### src/rtl/core/sapc_pkg.sv
// Shared types, codes and helpers for the sensor alarm with passcode clear.
// No dependencies; imported by sensor_alarm_with_passcode_clear.
package sapc_pkg;

    // Default passcode length in digits
    localparam int unsigned CODE_DIGITS_DEF = 4;

    // Field widths
    localparam int unsigned ADC_W   = 12;
    localparam int unsigned AXIS_W  = 13;
    localparam int unsigned DIGIT_W = 4;
    localparam int unsigned CODE_W  = 14;
    localparam int unsigned CFG_W   = 14;
    localparam int unsigned IDX_W   = 2;

    // Packed stream widths
    localparam int unsigned IN_DATA_W  = 56;
    localparam int unsigned IN_USER_W  = 2;
    localparam int unsigned OUT_DATA_W = 8;

    // Saturation value of the gathered code
    localparam logic [CODE_W-1:0] CODE_MAX = '1;

    // Register reset values
    localparam logic [ADC_W-1:0]  LOW_LIMIT_RST   = 12'd0;
    localparam logic [ADC_W-1:0]  HIGH_LIMIT_RST  = 12'd4095;
    localparam logic [CODE_W-1:0] SECRET_CODE_RST = 14'd0;
    localparam logic [ADC_W-1:0]  MOVE_DELTA_RST  = 12'd10;

    typedef enum logic [1:0] {
        FUNC_ADC   = 2'd0,
        FUNC_ACCEL = 2'd1,
        FUNC_KEY   = 2'd2
    } func_t;

    typedef enum logic [1:0] {
        CAUSE_NONE = 2'd0,
        CAUSE_HIGH = 2'd1,
        CAUSE_LOW  = 2'd2,
        CAUSE_MOVE = 2'd3
    } cause_t;

    typedef enum logic [1:0] {
        RES_NONE   = 2'd0,
        RES_ACCEPT = 2'd1,
        RES_REJECT = 2'd2
    } code_res_t;

    typedef enum logic [IDX_W-1:0] {
        REG_LOW_LIMIT   = 2'd0,
        REG_HIGH_LIMIT  = 2'd1,
        REG_SECRET_CODE = 2'd2,
        REG_MOVE_DELTA  = 2'd3
    } cfg_idx_t;

    // Magnitude of a signed axis reading; the most negative value maps to 4096
    function automatic logic [AXIS_W-1:0] axis_abs(input logic signed [AXIS_W-1:0] v);
        logic [AXIS_W-1:0] neg;
        neg = AXIS_W'(-v);
        return v[AXIS_W-1] ? neg : AXIS_W'(v);
    endfunction

    // True when the magnitude of an axis moved by at least delta
    function automatic logic axis_moved(
        input logic signed [AXIS_W-1:0] prev,
        input logic signed [AXIS_W-1:0] cur,
        input logic [ADC_W-1:0]         delta
    );
        logic signed [AXIS_W:0] diff;
        logic        [AXIS_W:0] mag;
        diff = $signed({1'b0, axis_abs(prev)}) - $signed({1'b0, axis_abs(cur)});
        mag  = diff[AXIS_W] ? (AXIS_W+1)'(-diff) : (AXIS_W+1)'(diff);
        return mag >= {2'b00, delta};
    endfunction

    // Append one decimal digit to the code, saturating at the code width
    function automatic logic [CODE_W-1:0] code_append(
        input logic [CODE_W-1:0]  code,
        input logic [DIGIT_W-1:0] digit
    );
        logic [CODE_W+3:0] wide;
        wide = {1'b0, code, 3'b000} + {3'b000, code, 1'b0} + {(CODE_W)'(0), digit};
        return (wide > {4'b0000, CODE_MAX}) ? CODE_MAX : wide[CODE_W-1:0];
    endfunction

endpackage

### src/rtl/core/sensor_alarm_with_passcode_clear.sv
// Top level of the sensor alarm with passcode clear: input register, alarm
// logic and result register. Depends on sapc_pkg.
//
// Usage:
//   Requests arrive on the s_axis group: tuser carries the kind (temperature
//   sample, accelerometer sample, key digit), tdata the sample and digit
//   fields. Every request yields exactly one result on the m_axis group,
//   showing the alarm state after that request plus the outcome of a finished
//   code attempt.
//   An accepted request is held in the input register, then moves into the
//   result register, where its result is valid; while the receiver keeps
//   up, one request is taken every cycle. The alarm state updates when a
//   request moves from the input register into the result register, so a
//   following request always sees the state left by the one before it.
//   When the receiver stalls, the result register holds and the input
//   register fills; s_axis_tready drops only when both are occupied.
//   Reset clears the alarm, the code entry, the axis baseline and loads the
//   configuration defaults (low 0, high 4095, code 0, delta 10).
//   Configuration is written through cfg_we/cfg_index/cfg_data while idle.
module sensor_alarm_with_passcode_clear #(
    parameter int unsigned CODE_DIGITS = sapc_pkg::CODE_DIGITS_DEF
) (
    input  logic                            clk,
    input  logic                            rst_n,
    // Configuration write port
    input  logic                            cfg_we,
    input  logic [sapc_pkg::IDX_W-1:0]      cfg_index,
    input  logic [sapc_pkg::CFG_W-1:0]      cfg_data,
    // Request stream
    input  logic                            s_axis_tvalid,
    output logic                            s_axis_tready,
    // tdata: adc_sample[11:0], accel_x[24:12], accel_y[37:25], accel_z[50:38],
    //        key_digit[54:51], zero pad[55]
    input  logic [sapc_pkg::IN_DATA_W-1:0]  s_axis_tdata,
    // tuser: func[1:0]
    input  logic [sapc_pkg::IN_USER_W-1:0]  s_axis_tuser,
    // Result stream
    output logic                            m_axis_tvalid,
    input  logic                            m_axis_tready,
    // tdata: alarm_active[0], alarm_cause[2:1], digits_entered[4:3],
    //        code_result[6:5], zero pad[7]
    output logic [sapc_pkg::OUT_DATA_W-1:0] m_axis_tdata
);
    import sapc_pkg::*;

    localparam int unsigned CNT_W = (CODE_DIGITS > 4) ? $clog2(CODE_DIGITS) : 2;
    localparam logic [CNT_W-1:0] CNT_LAST = CNT_W'(CODE_DIGITS - 1);

    // Configuration registers
    logic [ADC_W-1:0]  low_limit_reg;
    logic [ADC_W-1:0]  high_limit_reg;
    logic [CODE_W-1:0] secret_code_reg;
    logic [ADC_W-1:0]  move_delta_reg;

    // Input register
    logic                     in_valid_reg;
    logic [1:0]               in_func_reg;
    logic [ADC_W-1:0]         in_adc_reg;
    logic signed [AXIS_W-1:0] in_x_reg;
    logic signed [AXIS_W-1:0] in_y_reg;
    logic signed [AXIS_W-1:0] in_z_reg;
    logic [DIGIT_W-1:0]       in_digit_reg;

    // Alarm state
    cause_t                   cause_reg, cause_next;
    logic [CNT_W-1:0]         count_reg, count_next;
    logic [CODE_W-1:0]        code_reg, code_next;
    logic signed [AXIS_W-1:0] prev_x_reg, prev_x_next;
    logic signed [AXIS_W-1:0] prev_y_reg, prev_y_next;
    logic signed [AXIS_W-1:0] prev_z_reg, prev_z_next;
    logic                     base_valid_reg, base_valid_next;

    // Result register
    logic                     out_valid_reg;
    cause_t                   out_cause_reg;
    logic [1:0]               out_digits_reg;
    code_res_t                out_result_reg;
    code_res_t                result_next;

    logic                     in_take;
    logic                     advance;
    logic                     active;
    logic                     moved;
    logic [CODE_W-1:0]        code_sum;

    // Move a request forward when the result register is free or being read
    assign advance       = in_valid_reg && (!out_valid_reg || m_axis_tready);
    assign s_axis_tready = !in_valid_reg || advance;
    assign in_take       = s_axis_tvalid && s_axis_tready;

    // Write configuration
    always_ff @(posedge clk or negedge rst_n)
    begin
        if (!rst_n)
        begin
            low_limit_reg   <= LOW_LIMIT_RST;
            high_limit_reg  <= HIGH_LIMIT_RST;
            secret_code_reg <= SECRET_CODE_RST;
            move_delta_reg  <= MOVE_DELTA_RST;
        end
        else if (cfg_we)
        begin
            case (cfg_idx_t'(cfg_index))
                REG_LOW_LIMIT:   low_limit_reg   <= cfg_data[ADC_W-1:0];
                REG_HIGH_LIMIT:  high_limit_reg  <= cfg_data[ADC_W-1:0];
                REG_SECRET_CODE: secret_code_reg <= cfg_data[CODE_W-1:0];
                REG_MOVE_DELTA:  move_delta_reg  <= cfg_data[ADC_W-1:0];
                default:         ;
            endcase
        end
    end

    // Hold the input request valid flag
    always_ff @(posedge clk or negedge rst_n)
    begin
        if (!rst_n)
            in_valid_reg <= 1'b0;
        else if (in_take)
            in_valid_reg <= 1'b1;
        else if (advance)
            in_valid_reg <= 1'b0;
    end

    // Capture the input request fields
    always_ff @(posedge clk)
    begin
        if (in_take)
        begin
            in_func_reg  <= s_axis_tuser[1:0];
            in_adc_reg   <= s_axis_tdata[11:0];
            in_x_reg     <= s_axis_tdata[24:12];
            in_y_reg     <= s_axis_tdata[37:25];
            in_z_reg     <= s_axis_tdata[50:38];
            in_digit_reg <= s_axis_tdata[54:51];
        end
    end

    assign active   = (cause_reg != CAUSE_NONE);
    assign moved    = axis_moved(prev_x_reg, in_x_reg, move_delta_reg)
                   || axis_moved(prev_y_reg, in_y_reg, move_delta_reg)
                   || axis_moved(prev_z_reg, in_z_reg, move_delta_reg);
    assign code_sum = code_append(code_reg, in_digit_reg);

    // Next alarm state for the request in the input register
    always_comb
    begin
        cause_next      = cause_reg;
        count_next      = count_reg;
        code_next       = code_reg;
        prev_x_next     = prev_x_reg;
        prev_y_next     = prev_y_reg;
        prev_z_next     = prev_z_reg;
        base_valid_next = base_valid_reg;
        result_next     = RES_NONE;
        case (in_func_reg)
            FUNC_ADC:
            begin
                if (!active)
                begin
                    if (in_adc_reg > high_limit_reg)
                        cause_next = CAUSE_HIGH;
                    else if (in_adc_reg < low_limit_reg)
                        cause_next = CAUSE_LOW;
                end
            end
            FUNC_ACCEL:
            begin
                if (!active)
                begin
                    if (base_valid_reg && moved)
                        cause_next = CAUSE_MOVE;
                    prev_x_next     = in_x_reg;
                    prev_y_next     = in_y_reg;
                    prev_z_next     = in_z_reg;
                    base_valid_next = 1'b1;
                end
            end
            FUNC_KEY:
            begin
                if (active)
                begin
                    if (count_reg == CNT_LAST)
                    begin
                        // Attempt complete: check and restart entry
                        if (code_sum == secret_code_reg)
                        begin
                            if (cause_reg == CAUSE_MOVE)
                                base_valid_next = 1'b0;
                            cause_next  = CAUSE_NONE;
                            result_next = RES_ACCEPT;
                        end
                        else
                        begin
                            result_next = RES_REJECT;
                        end
                        count_next = '0;
                        code_next  = '0;
                    end
                    else
                    begin
                        count_next = count_reg + 1'b1;
                        code_next  = code_sum;
                    end
                end
            end
            default: ;
        endcase
    end

    // Update the alarm state as a request advances
    always_ff @(posedge clk or negedge rst_n)
    begin
        if (!rst_n)
        begin
            cause_reg      <= CAUSE_NONE;
            count_reg      <= '0;
            code_reg       <= '0;
            prev_x_reg     <= '0;
            prev_y_reg     <= '0;
            prev_z_reg     <= '0;
            base_valid_reg <= 1'b0;
        end
        else if (advance)
        begin
            cause_reg      <= cause_next;
            count_reg      <= count_next;
            code_reg       <= code_next;
            prev_x_reg     <= prev_x_next;
            prev_y_reg     <= prev_y_next;
            prev_z_reg     <= prev_z_next;
            base_valid_reg <= base_valid_next;
        end
    end

    // Hold the result valid flag
    always_ff @(posedge clk or negedge rst_n)
    begin
        if (!rst_n)
            out_valid_reg <= 1'b0;
        else if (advance)
            out_valid_reg <= 1'b1;
        else if (m_axis_tready)
            out_valid_reg <= 1'b0;
    end

    // Capture the result fields
    always_ff @(posedge clk)
    begin
        if (advance)
        begin
            out_cause_reg  <= cause_next;
            out_digits_reg <= count_next[1:0];
            out_result_reg <= result_next;
        end
    end

    assign m_axis_tvalid = out_valid_reg;
    assign m_axis_tdata  = {1'b0, out_result_reg, out_digits_reg, out_cause_reg,
                            out_cause_reg != CAUSE_NONE};

    // Digits are only gathered while an alarm is latched
    a_idle_no_digits: assert property (@(posedge clk) disable iff (!rst_n)
        (cause_reg == CAUSE_NONE) |-> (count_reg == '0 && code_reg == '0))
        else $error("code entry in progress without an alarm");

    // A latched cause only changes by being cleared
    a_first_cause: assert property (@(posedge clk) disable iff (!rst_n)
        ($past(cause_reg) != CAUSE_NONE && cause_reg != $past(cause_reg))
        |-> (cause_reg == CAUSE_NONE))
        else $error("latched alarm cause overwritten");

    // An accepted code always leaves the alarm cleared
    a_accept_clears: assert property (@(posedge clk) disable iff (!rst_n)
        (out_valid_reg && out_result_reg == RES_ACCEPT)
        |-> (out_cause_reg == CAUSE_NONE && out_digits_reg == 2'd0))
        else $error("accepted code left alarm latched");

    // State only moves when a request advances
    a_state_hold: assert property (@(posedge clk) disable iff (!rst_n)
        !advance |=> ($stable(cause_reg) && $stable(count_reg) && $stable(base_valid_reg)))
        else $error("alarm state changed without a request");

endmodule
### config.mk
export PLATFORM = sky130hd
export DESIGN_NAME = sensor_alarm_with_passcode_clear
export DESIGN_NICKNAME = d
export VERILOG_FILES = /design/src/rtl/core/sapc_pkg.sv /design/src/rtl/core/sensor_alarm_with_passcode_clear.sv
export SDC_FILE = /design/constraint.sdc
export NUM_CORES = 1
export LEC_CHECK = 0
export BUFFER_PORTS_ARGS = -buffer_cell sky130_fd_sc_hd__buf_2
export CORE_MARGIN = 2
export CORE_UTILIZATION = 50
export DETAILED_ROUTE_END_ITERATION = 7
export GPL_ROUTABILITY_DRIVEN = 0
export PLACE_DENSITY_LB_ADDON = 0.3
export SYNTH_ARGS = -nofsm -noshare
export SYNTH_HDL_FRONTEND = slang
export SYNTH_SLANG_ARGS = --single-unit
### constraint.sdc
create_clock -name clk -period 9.2 [get_ports clk]
set_clock_uncertainty 0.05 [all_clocks]
set_input_delay 1.84 -clock clk [delete_from_list [all_inputs] [get_ports clk]]
set_output_delay 1.84 -clock clk [all_outputs]
set_load 0.01 [all_outputs]
Yosys cells after proc, flatten, opt, wreduce, memory -nomap -nowiden. Cells that the tools add are included.

Register bits after elaboration: 173. Bits of input ports: 79. Logic and storage cells: 115.

Add/subtract/negate cells: 15. $lt $le $gt $ge: 6. Eq/ne operators: 13. Muxes and demuxes: 34. Bitwise logic cells: 1. Reduce and logical (&&, ||, !) cells: 24.

Operator list (number): 13-bit 2-to-1 mux (6); 13-bit negation (6); 14-bit 2-to-1 mux (5); 14-bit by 12-bit greater-or-equal comparator with 1-bit output (3); 14-bit negation (3); 13-bit by 13-bit subtractor with 14-bit output (3); 2-bit 2-to-1 mux (12); 17-bit by 15-bit adder with 18-bit output (1); 18-bit by 4-bit adder with 18-bit output (1); 18-bit by 14-bit > comparator with 1-bit output, second input constant (1); 14-bit equality test (1); 12-bit > comparator (1); 12-bit less-than comparator (1); 2-bit equality test, second input constant (5); 2-bit != test, second input constant (5); 2-bit nonzero test (5); 1-bit 2-to-1 mux (9); 3-bit AND reduction (3); 2-bit AND reduction (4); 7-bit AND reduction (1); 2-bit case mux with 3 select lines (1); 2-bit by 1-bit equality test with 1-bit output, second input constant (2); 2-bit zero test (2); 1-bit logical OR (4); other kinds (5) (8).

Logic depth before layout (Yosys ltp). Gate-level depths: netlist (run 1).

Word-level depth: 12. Depth in mapped cells: 27.

Worst setup path after synthesis (run 1). No wires, ideal clock.

Kind: flip-flop to flip-flop. Start point: register in_x_reg[4]. End point: register out_cause_reg[1], data pin. Setup time: 0.265 ns. Data arrival time: 5.039 ns. Required time: 8.885 ns. Setup slack: 3.845 ns. Stages on the path, launching flop included: 23. Path buffers: 0. Clock period less this slack: 5.355 ns. Cell sequence: edfxtp_1 > or4_1 > or3_1 > o31ai_1 > xor2_1 > ha_1 > nand2_1 > nor2_1 > a21o_1 > nand2_1 > a31oi_1 > a31oi_1 > xnor2_1 > ha_1 > a21oi_1 > nor2b_1 > a2111oi_0 > o21ai_0 > a41oi_1 > o2111ai_1 > a31o_1 > nor4b_2 > o32ai_1.

Cells in the longest elaborated chain, start to end: 12.

RTL lines: from (decl) (RTL line sensor_alarm_with_passcode_clear.sv:59) `logic signed [AXIS_W-1:0] in_x_reg;`; from (signal assigned) (RTL line sensor_alarm_with_passcode_clear.sv:131) `in_x_reg <= s_axis_tdata[24:12];`; 13-bit negation (RTL line sapc_pkg.sv:59) `neg = AXIS_W'(-v);`; 13-bit 2-to-1 mux * (RTL line sapc_pkg.sv:60) `return v[AXIS_W-1] ? neg : AXIS_W'(v);`; 13-bit by 13-bit subtractor with 14-bit output * (RTL line sapc_pkg.sv:71) `diff = $signed({1'b0, axis_abs(prev)}) - $signed({1'b0, axis_abs(cur)});`; 14-bit negation (RTL line sapc_pkg.sv:72) `mag = diff[AXIS_W] ? (AXIS_W+1)'(-diff) : (AXIS_W+1)'(diff);`; 14-bit 2-to-1 mux * (RTL line sapc_pkg.sv:72); 14-bit by 12-bit greater-or-equal comparator with 1-bit output * (RTL line sapc_pkg.sv:73) `return mag >= {2'b00, delta};`; 1-bit logical OR * (RTL line sensor_alarm_with_passcode_clear.sv:140) `|| axis_moved(prev_y_reg, in_y_reg, move_delta_reg)`; 1-bit logical OR * (RTL line sensor_alarm_with_passcode_clear.sv:141) `|| axis_moved(prev_z_reg, in_z_reg, move_delta_reg);`; 1-bit logical AND * (RTL line sensor_alarm_with_passcode_clear.sv:170) `if (base_valid_reg && moved)`; 2-bit 2-to-1 mux * (RTL line sensor_alarm_with_passcode_clear.sv:170); 2-bit 2-to-1 mux * (RTL line sensor_alarm_with_passcode_clear.sv:168) `if (!active)`; 2-bit case mux with 3 select lines * (RTL line sensor_alarm_with_passcode_clear.sv:155) `case (in_func_reg)`; net cause_next[1] (RTL line sensor_alarm_with_passcode_clear.sv:65) `cause_t cause_reg, cause_next;`; to (signal assigned) (RTL line sensor_alarm_with_passcode_clear.sv:251) `out_cause_reg <= cause_next;`; to (decl) (RTL line sensor_alarm_with_passcode_clear.sv:75) `cause_t out_cause_reg;`.

The timed path passes the listed nets; every way through them passes the cells marked *. A chain may end at the register's enable or synchronous reset.

Worst setup path in the final report (run 1). Same ends and word-level chain as after synthesis.

==> qor.csv, run 1 <==
stage,metric,value,unit
worst_setup_path,crit end category,flip-flop,
clock_network,Clock Sinks,173,
sta,slew margin rel.,27.6,%
floorplan,Die Area,27300,µm²
floorplan,core area,25800,µm²
global_route,largest net degree at the start of global routing,75,
synth,Post-synth EDFFs,63,
synth,Synth Net Count,1546,
worst_setup_path,Worst path max stage delay,0.73,ns
clock_network,clock slew at reported path FFs,0.08,ns
clock_network,latest clock arrival within the worst-skew pair,0.45,ns
sta,max-slew violation count,0,
sta,final period utilization,68.8,%
sta,clock period minus worst slack,6.33,ns
clock_network,Post-CTS Setup Inserts,0,
clock_network,post-cts resize count,0,
placed_design,dpl cells,1718,
synth,synthesized area per cell,9.80,µm²
worst_setup_path,CP Max Fanout,10,
worst_setup_path,Critical Path RT,9.31,ns
placed_design,Placed Area,13700,µm²
routing,initial drt markers,473,
min_path,Hold WC Path Type,reg -> reg,
routing,# DRC,0,
global_route,Total GRT Usage,20.8,%
synth,number of library cell types mapped by synthesis,81,
cells_and_area,Post-Layout Cell Count,1750,
synth,Post-Syn Area,13000,µm²
routing,Vias,9999,
global_route,initial antenna violation count,0,
synth,Post-synth ARST share,63.6,%
clock_network,CTS tree,built,
cells_and_area,share of cells above drive strength 1,16.8,%
global_route,first-pass GRT wire length,45600,µm
placed_design,HPWL Detailed,20700,µm
worst_setup_path,R2R cell count,21,
synth,Synth top area share,18.5,%
sta,fmax,0.158,GHz
cells_and_area,Layout area overhead,10.5,%
synth,largest area contributor in the netlist,dfrtp_1,
synth,Yosys reg bits,173,
clock_network,Hold Buf Count CTS,0,
routing,WL/cell,15.5,µm
floorplan,Top Ports,89,
floorplan,initial core utilization,50.5,%
flow_run,max_cap viols,0,
outcome,status,"complete, no violations",
worst_setup_path,Crit Path Class,reg -> reg,
floorplan,Die Wd,165,µm
routing,final WL,27100,µm
synth,Post-synth top cells,"ha_1, nand2_1, dfrtp_1, xnor2_1, o21ai_0",
clock_network,TritonCTS buffer count,17,
sta,final hold violation count,0,
sta,count of final setup violators,0,
floorplan,die height,165,µm
sta,RSZ-0062 raised after global routing,false,
clock_network,CTS H-Tree Depth,4,
routing,antenna-violating nets left,0,
placed_design,IO Port Bufs,86,
synth,sequential share of the synthesized area,35.8,%
worst_setup_path,Critical Path Source Type,flip-flop,
worst_setup_path,crit-path cells,or4_1 > or3_1 > o31ai_1 > xor2_1 > ha_1 > nand2_1 > nor2_1 > a21o_1 > nand2_1 > a31oi_1 > nor2_1 > xor2_1 > ha_1 > nor2b_1 > a2111oi_0 > o21ai_0 > a41oi_1 > o2111ai_1 > a31o_1 > nor4b_2 > o32ai_1,
synth,"count leader, synth",ha_1,
worst_setup_path,crit path DAT,6.45,ns
min_path,hold path depth,1,
synth,yosys warns,0,
sta,actual slew at the worst max-slew pin,1.09,ns
cells_and_area,final net count,1621,
cells_and_area,fin area,14400,µm²
floorplan,# rows,59,
global_route,grt total ovfl,0,
worst_setup_path,Critical-path top delay cell,a31oi_1,
synth,Main synth FF type,dfrtp_1,
synth,"top cells by area, synth","dfrtp_1, edfxtp_1, ha_1, mux2_2, xnor2_1",
routing,drt via density,5.71,
sta,setup TNS,0,ns
clock_network,Clock Tree Root,clkbuf_16,
clock_network,clk buf depth,2,
routing,DRT Pass-1 Iters,5,
global_route,vias in the first global route,9755,
cells_and_area,Antenna Cells,0,
synth,Cells after Synth,1327,
[through the flow]
step           hold WS (ns)  util (%)  worst slack (ns)
6_report              0.447      55.8              2.87
5_1_grt               0.467      55.8              2.19
4_1_cts               0.453      55.8              2.95
3_5_place_dp          0.438      53.3              3.01
3_3_place_gp          0.426      53.3              3.05
2_1_floorplan         0.407         -              3.85
[placed cells by master (no fill, tap or decap), types with 5 or more instances in the layout]
cell,instances
a211oi_1,22
clkbuf_16,17
buf_2,85
or2_2,11
a31oi_1,8
mux2_2,74
o211ai_1,13
nor2b_1,19
inv_1,72
a2111oi_0,5
and2_1,7
nand2_1,119
fa_1,5
o31ai_1,32
buf_4,5
dfstp_2,14
nand3b_1,6
nand2b_1,24
edfxtp_1,63
nand3_1,19
nand4_1,10
o2111ai_1,9
a21o_1,34
dfrtp_1,96
or3_1,18
ha_1,135
clkinv_8,5
a21oi_1,55
nor2_1,73
o21ai_0,78
xor2_1,47
and3_1,10
nor3_1,25
o21a_1,13
or4_1,8
xnor2_1,81
[metal layers]
| layer | global-route usage, % | wire, µm | up-vias | share of wire [%] |
|---|---|---|---|---|
| met1 | 26.8 | 12900 | 4767 | 47 |
| met3 | 2.45 | 623 | 39 | 2.3 |
| met4 | 6.88 | 555 | 0 | 2.1 |
| met5 | 0 | 0 | - | 0 |
| li1 | - | - | 5040 | - |
| met2 | 36.4 | 13000 | 153 | 48 |
[area by class of cell]
type / count / area (µm²)
multi-input combinational: 1048 / 7930
inverter: 72 / 270
tap: 335 / 419
clock buffer: 17 / 425
timing repair buffer: 90 / 463
clock inverter: 15 / 201
fill: 2221 / 11400
sequential: 173 / 4660
[path summary, 6_finish.rpt]
kind	startpoint	end	slack (ns)
min in group asynchronous	rst_n	prev_z_reg[12]$_DFFE_PN0P_	1.31
worst min register to register	in_valid_reg$_DFFE_PN0P_	m_axis_tvalid$_DFFE_PN0P_	0.45
worst min-delay path	in_valid_reg$_DFFE_PN0P_	m_axis_tvalid$_DFFE_PN0P_	0.45
max in group asynchronous	rst_n	cause_reg[0]$_DFFE_PN0P_	6.44
worst max register to register	in_x_reg[4]$_DFFE_PP_	out_cause_reg[1]$_DFFE_PP_	2.87
worst max-delay path	in_x_reg[4]$_DFFE_PP_	out_cause_reg[1]$_DFFE_PP_	2.87
[critical path: cells and delay by family (launching register included)]
kind,cells,cell delay (ns)
flip-flops,1,0.46
XOR/XNOR,2,0.31
AO/OA/AOI/OAI,9,2.64
adder cells (fa/ha/maj),2,0.66
AND/OR/NAND/NOR,8,1.96
[cell families after synthesis]
| family | synth area share (%) |
|---|---|
| xor gates and xnor gates | 8.80 |
| adders and majority gates | 13.8 |
| muxes | 6.72 |
| and+or+nand+nor | 14.9 |
| buffers and inverters | 3.31 |
| DFF | 35.8 |
| other | 0.0288 |
| AOI/OAI and AO/OA | 16.6 |
Power of run 1 is not shown: default switching activity piles up to over one toggle a cycle in this logic, so the estimate is an artifact.
==> inputs of run 2 (changes only) <==
==> constraint.sdc (replaced) <==
create_clock -name clk -period 5.5 [get_ports clk]
set_clock_uncertainty 0.05 [all_clocks]
set_input_delay 1.1 -clock clk [delete_from_list [all_inputs] [get_ports clk]]
set_output_delay 1.1 -clock clk [all_outputs]
set_load 0.01 [all_outputs]
==> run 2 against run 1 <==
  * Non-clock buffer count is 115 higher
  * Critical path depth is 3 higher
  * Die area unchanged
  * Utilization grew 5.2 points
  * Via count is 5.5% higher
  * Setup slack worse by 2.8 ns
  * Largest cell class unchanged
==> qor.csv, run 2 (synthesis results as in run 1) <==
stage,metric,value,unit,change
sta,count of final setup violators,0,,unchanged
cells_and_area,final net count,1736,,was 1621
cells_and_area,"most common cell after layout, fill and taps aside",ha_1,,unchanged
cells_and_area,share of cells above drive strength 1,28.4,%,was 16.8%
worst_setup_path,reg-to-reg setup timing slack,0.02,ns,was 2.87 ns
global_route,vias in the first global route,10550,,was 9755
routing,DRT Pass-1 Iters,5,,unchanged
floorplan,# rows,59,,unchanged
sta,clock period minus worst slack,5.48,ns,was 6.33 ns
clock_network,latest clock arrival within the worst-skew pair,0.44,ns,was 0.45 ns
worst_setup_path,Worst path max stage delay,0.40,ns,was 0.73 ns
clock_network,clock slew at reported path FFs,0.08,ns,about the same
global_route,Total GRT Usage,22.3,%,was 20.8%
cells_and_area,# fillers,2107,,was 2221
global_route,initial antenna violation count,0,,unchanged
global_route,first-pass GRT wire length,49100,µm,was 45600 µm
sta,actual slew at the worst max-slew pin,1.14,ns,was 1.09 ns
worst_setup_path,crit end category,flip-flop,,unchanged
min_path,hold wc startpoint,in_valid_reg$_DFFE_PN0P_,,unchanged
routing,# DRC,0,,unchanged
worst_setup_path,crit-path cells,inv_1 > ha_1 > nand2_1 > nand2_1 > xnor2_2 > ha_1 > a21o_1 > a31o_4 > or3_4 > a2111oi_4 > and2_4 > and3_4 > a21oi_2 > xor2_1 > ha_1 > a22o_1 > nor4_2 > and3_1 > nand4_1 > a41oi_2 > o2111ai_2 > a31o_1 > nor4b_4 > o32ai_1,,was or4_1 > or3_1 > o31ai_1 > xor2_1 > ha_1 > nand2_1 > nor2_1 > a21o_1 > nand2_1 > a31oi_1 > nor2_1 > xor2_1 > ha_1 > nor2b_1 > a2111oi_0 > o21ai_0 > a41oi_1 > o2111ai_1 > a31o_1 > nor4b_2 > o32ai_1
placed_design,HPWL Detailed,21700,µm,was 20700 µm
min_path,hold path depth,1,,unchanged
worst_setup_path,Crit Reg-Reg Startpoint,prev_x_reg[0]$_DFFE_PN0P_,,was in_x_reg[4]$_DFFE_PP_
clock_network,CTS tree,built,,unchanged
cells_and_area,Antenna Cells,0,,unchanged
worst_setup_path,CP Max Fanout,4,,was 10
clock_network,Clock Tree Root,clkbuf_16,,unchanged
floorplan,initial core utilization,50.5,%,unchanged
worst_setup_path,Critical Path Most Common Cell,ha_1,,
routing,WL/cell,16.0,µm,was 15.5 µm
flow_run,max_cap viols,0,,unchanged
sta,max-slew violation count,0,,unchanged
cells_and_area,post-layout util,61.0,%,was 55.8%
floorplan,Die Wd,165,µm,unchanged
clock_network,Hold Buf Count CTS,0,,unchanged
clock_network,clk buf depth,2,,unchanged
worst_setup_path,Critical Path Source Type,flip-flop,,unchanged
worst_setup_path,Critical-path top delay cell,dfrtp_1,,was a31oi_1
clock_network,CTS H-Tree Depth,4,,unchanged
sta,final hold violation count,0,,unchanged
placed_design,IO Port Bufs,86,,unchanged
global_route,largest net degree at the start of global routing,66,,was 75
outcome,status,"complete, no violations",,unchanged
clock_network,Clock Sinks,173,,unchanged
clock_network,TritonCTS buffer count,17,,unchanged
floorplan,die height,165,µm,unchanged
sta,RSZ-0062 raised after global routing,true,,was false
cells_and_area,Layout area overhead,20.8,%,was 10.5%
floorplan,core area,25800,µm²,unchanged
routing,Vias,10551,,was 9999
worst_setup_path,R2R cell count,24,,was 21
sta,final setup margin,0.0223,ns,was 2.87 ns
min_path,Worst Hold Path EP,m_axis_tvalid$_DFFE_PN0P_,,unchanged
cells_and_area,"commonest cells after routing, fill and taps aside","ha_1, buf_4, nand2_1",,"was ha_1, nand2_1, dfrtp_1"
worst_setup_path,Crit Path Class,reg -> reg,,unchanged
global_route,grt total ovfl,0,,unchanged
floorplan,Die Area,27300,µm²,unchanged
sta,fmax,0.183,GHz,was 0.158 GHz
worst_setup_path,crit path DAT,5.62,ns,was 6.45 ns
sta,final period utilization,99.6,%,was 68.8%
placed_design,Post-Place Setup Slack,-0.144,ns,was 3.01 ns
routing,antenna-violating nets left,0,,unchanged
routing,drt via density,5.66,,was 5.71
routing,initial drt markers,525,,was 473
worst_setup_path,R2R Path End,out_cause_reg[1]$_DFFE_PP_,,unchanged
min_path,Hold WC Path Type,reg -> reg,,unchanged
routing,final WL,29800,µm,was 27100 µm
floorplan,Top Ports,89,,unchanged
sta,slew margin rel.,24.3,%,was 27.6%
cells_and_area,fin area,15700,µm²,was 14400 µm²
worst_setup_path,Critical Path RT,5.64,ns,was 9.31 ns
placed_design,Placed Area,14400,µm²,was 13700 µm²
run 2: cell count changes in the layout (fill, tap and decap cells not counted), moves of 8 or more:
cell and change:
buf_4 +115, o21ai_0 -16, ha_1 -10, o21ai_1 +9, a21oi_1 -8, a21oi_2 +8
o31ai_1 -8
run 2: layer usage:
layer | track usage, % | wire [µm] | up-vias
li1 | - | - | 5245
met1 | 28.2 | 13300 | 5070
met2 | 39.3 | 15000 | 189
met3 | 3.17 | 843 | 47
met4 | 7.00 | 634 | 0
met5 | 0 | 0 | -
run 2: critical path, delay by kind of cell, from the launching register on:
| family | cells | cell delay [ns] |
|---|---|---|
| buffers and inverters | 1 | 0.08 |
| adders and majority gates | 3 | 0.87 |
| AOI/OAI and AO/OA | 9 | 1.85 |
| and+or+nand+nor | 9 | 1.64 |
| xor gates and xnor gates | 2 | 0.34 |
| DFF | 1 | 0.40 |
run 2: worst max-delay path by stage:
stage                              startpoint                          to  slack (ns)  cells past startpoint
floorplan               in_x_reg[4]$_DFFE_PP_  out_cause_reg[1]$_DFFE_PP_        0.15                     22
finish              prev_x_reg[0]$_DFFE_PN0P_  out_cause_reg[1]$_DFFE_PP_        0.02                     24
detailed placement      in_x_reg[6]$_DFFE_PP_  out_cause_reg[1]$_DFFE_PP_       -0.14                     22
global route            in_x_reg[1]$_DFFE_PP_  out_cause_reg[1]$_DFFE_PP_       -0.23                     24
CTS                 prev_y_reg[1]$_DFFE_PN0P_  out_cause_reg[1]$_DFFE_PP_       0.003                     23
global placement        in_x_reg[6]$_DFFE_PP_  out_cause_reg[1]$_DFFE_PP_       -0.09                     23
run 2: layout make-up:
cell class              count  area (µm²)  share of cell area, %
clock buffers              17         425                   2.71
clock inverters            15         209                   1.33
inverters                  72         270                   1.72
multi-input cells        1048        8400                   53.5
flip-flops and latches    173        4660                   29.7
well taps                 335         419                   2.67
repair buffers            205        1330                   8.44
run 2: stage by stage:
| stage | TNS, ns | cells | hold slack (ns) |
|---|---|---|---|
| 2_1_floorplan | 0 | 1327 | 0.407 |
| 3_3_place_gp | -0.101 | 1803 | 0.424 |
| 3_5_place_dp | -0.267 | 1803 | 0.435 |
| 4_1_cts | 0 | 1842 | 0.453 |
| 5_1_grt | -0.710 | 1865 | 0.473 |
| 6_report | 0 | 1865 | 0.448 |
run 2: repair_timing:
item                                    in CTS  in global routing
pin swaps                                   18                 55
endpoints found under the setup margin       3                  4
gates resized for setup                     39                 76
setup buffers                                7                 23
Power of run 2 is left out for the same reason.
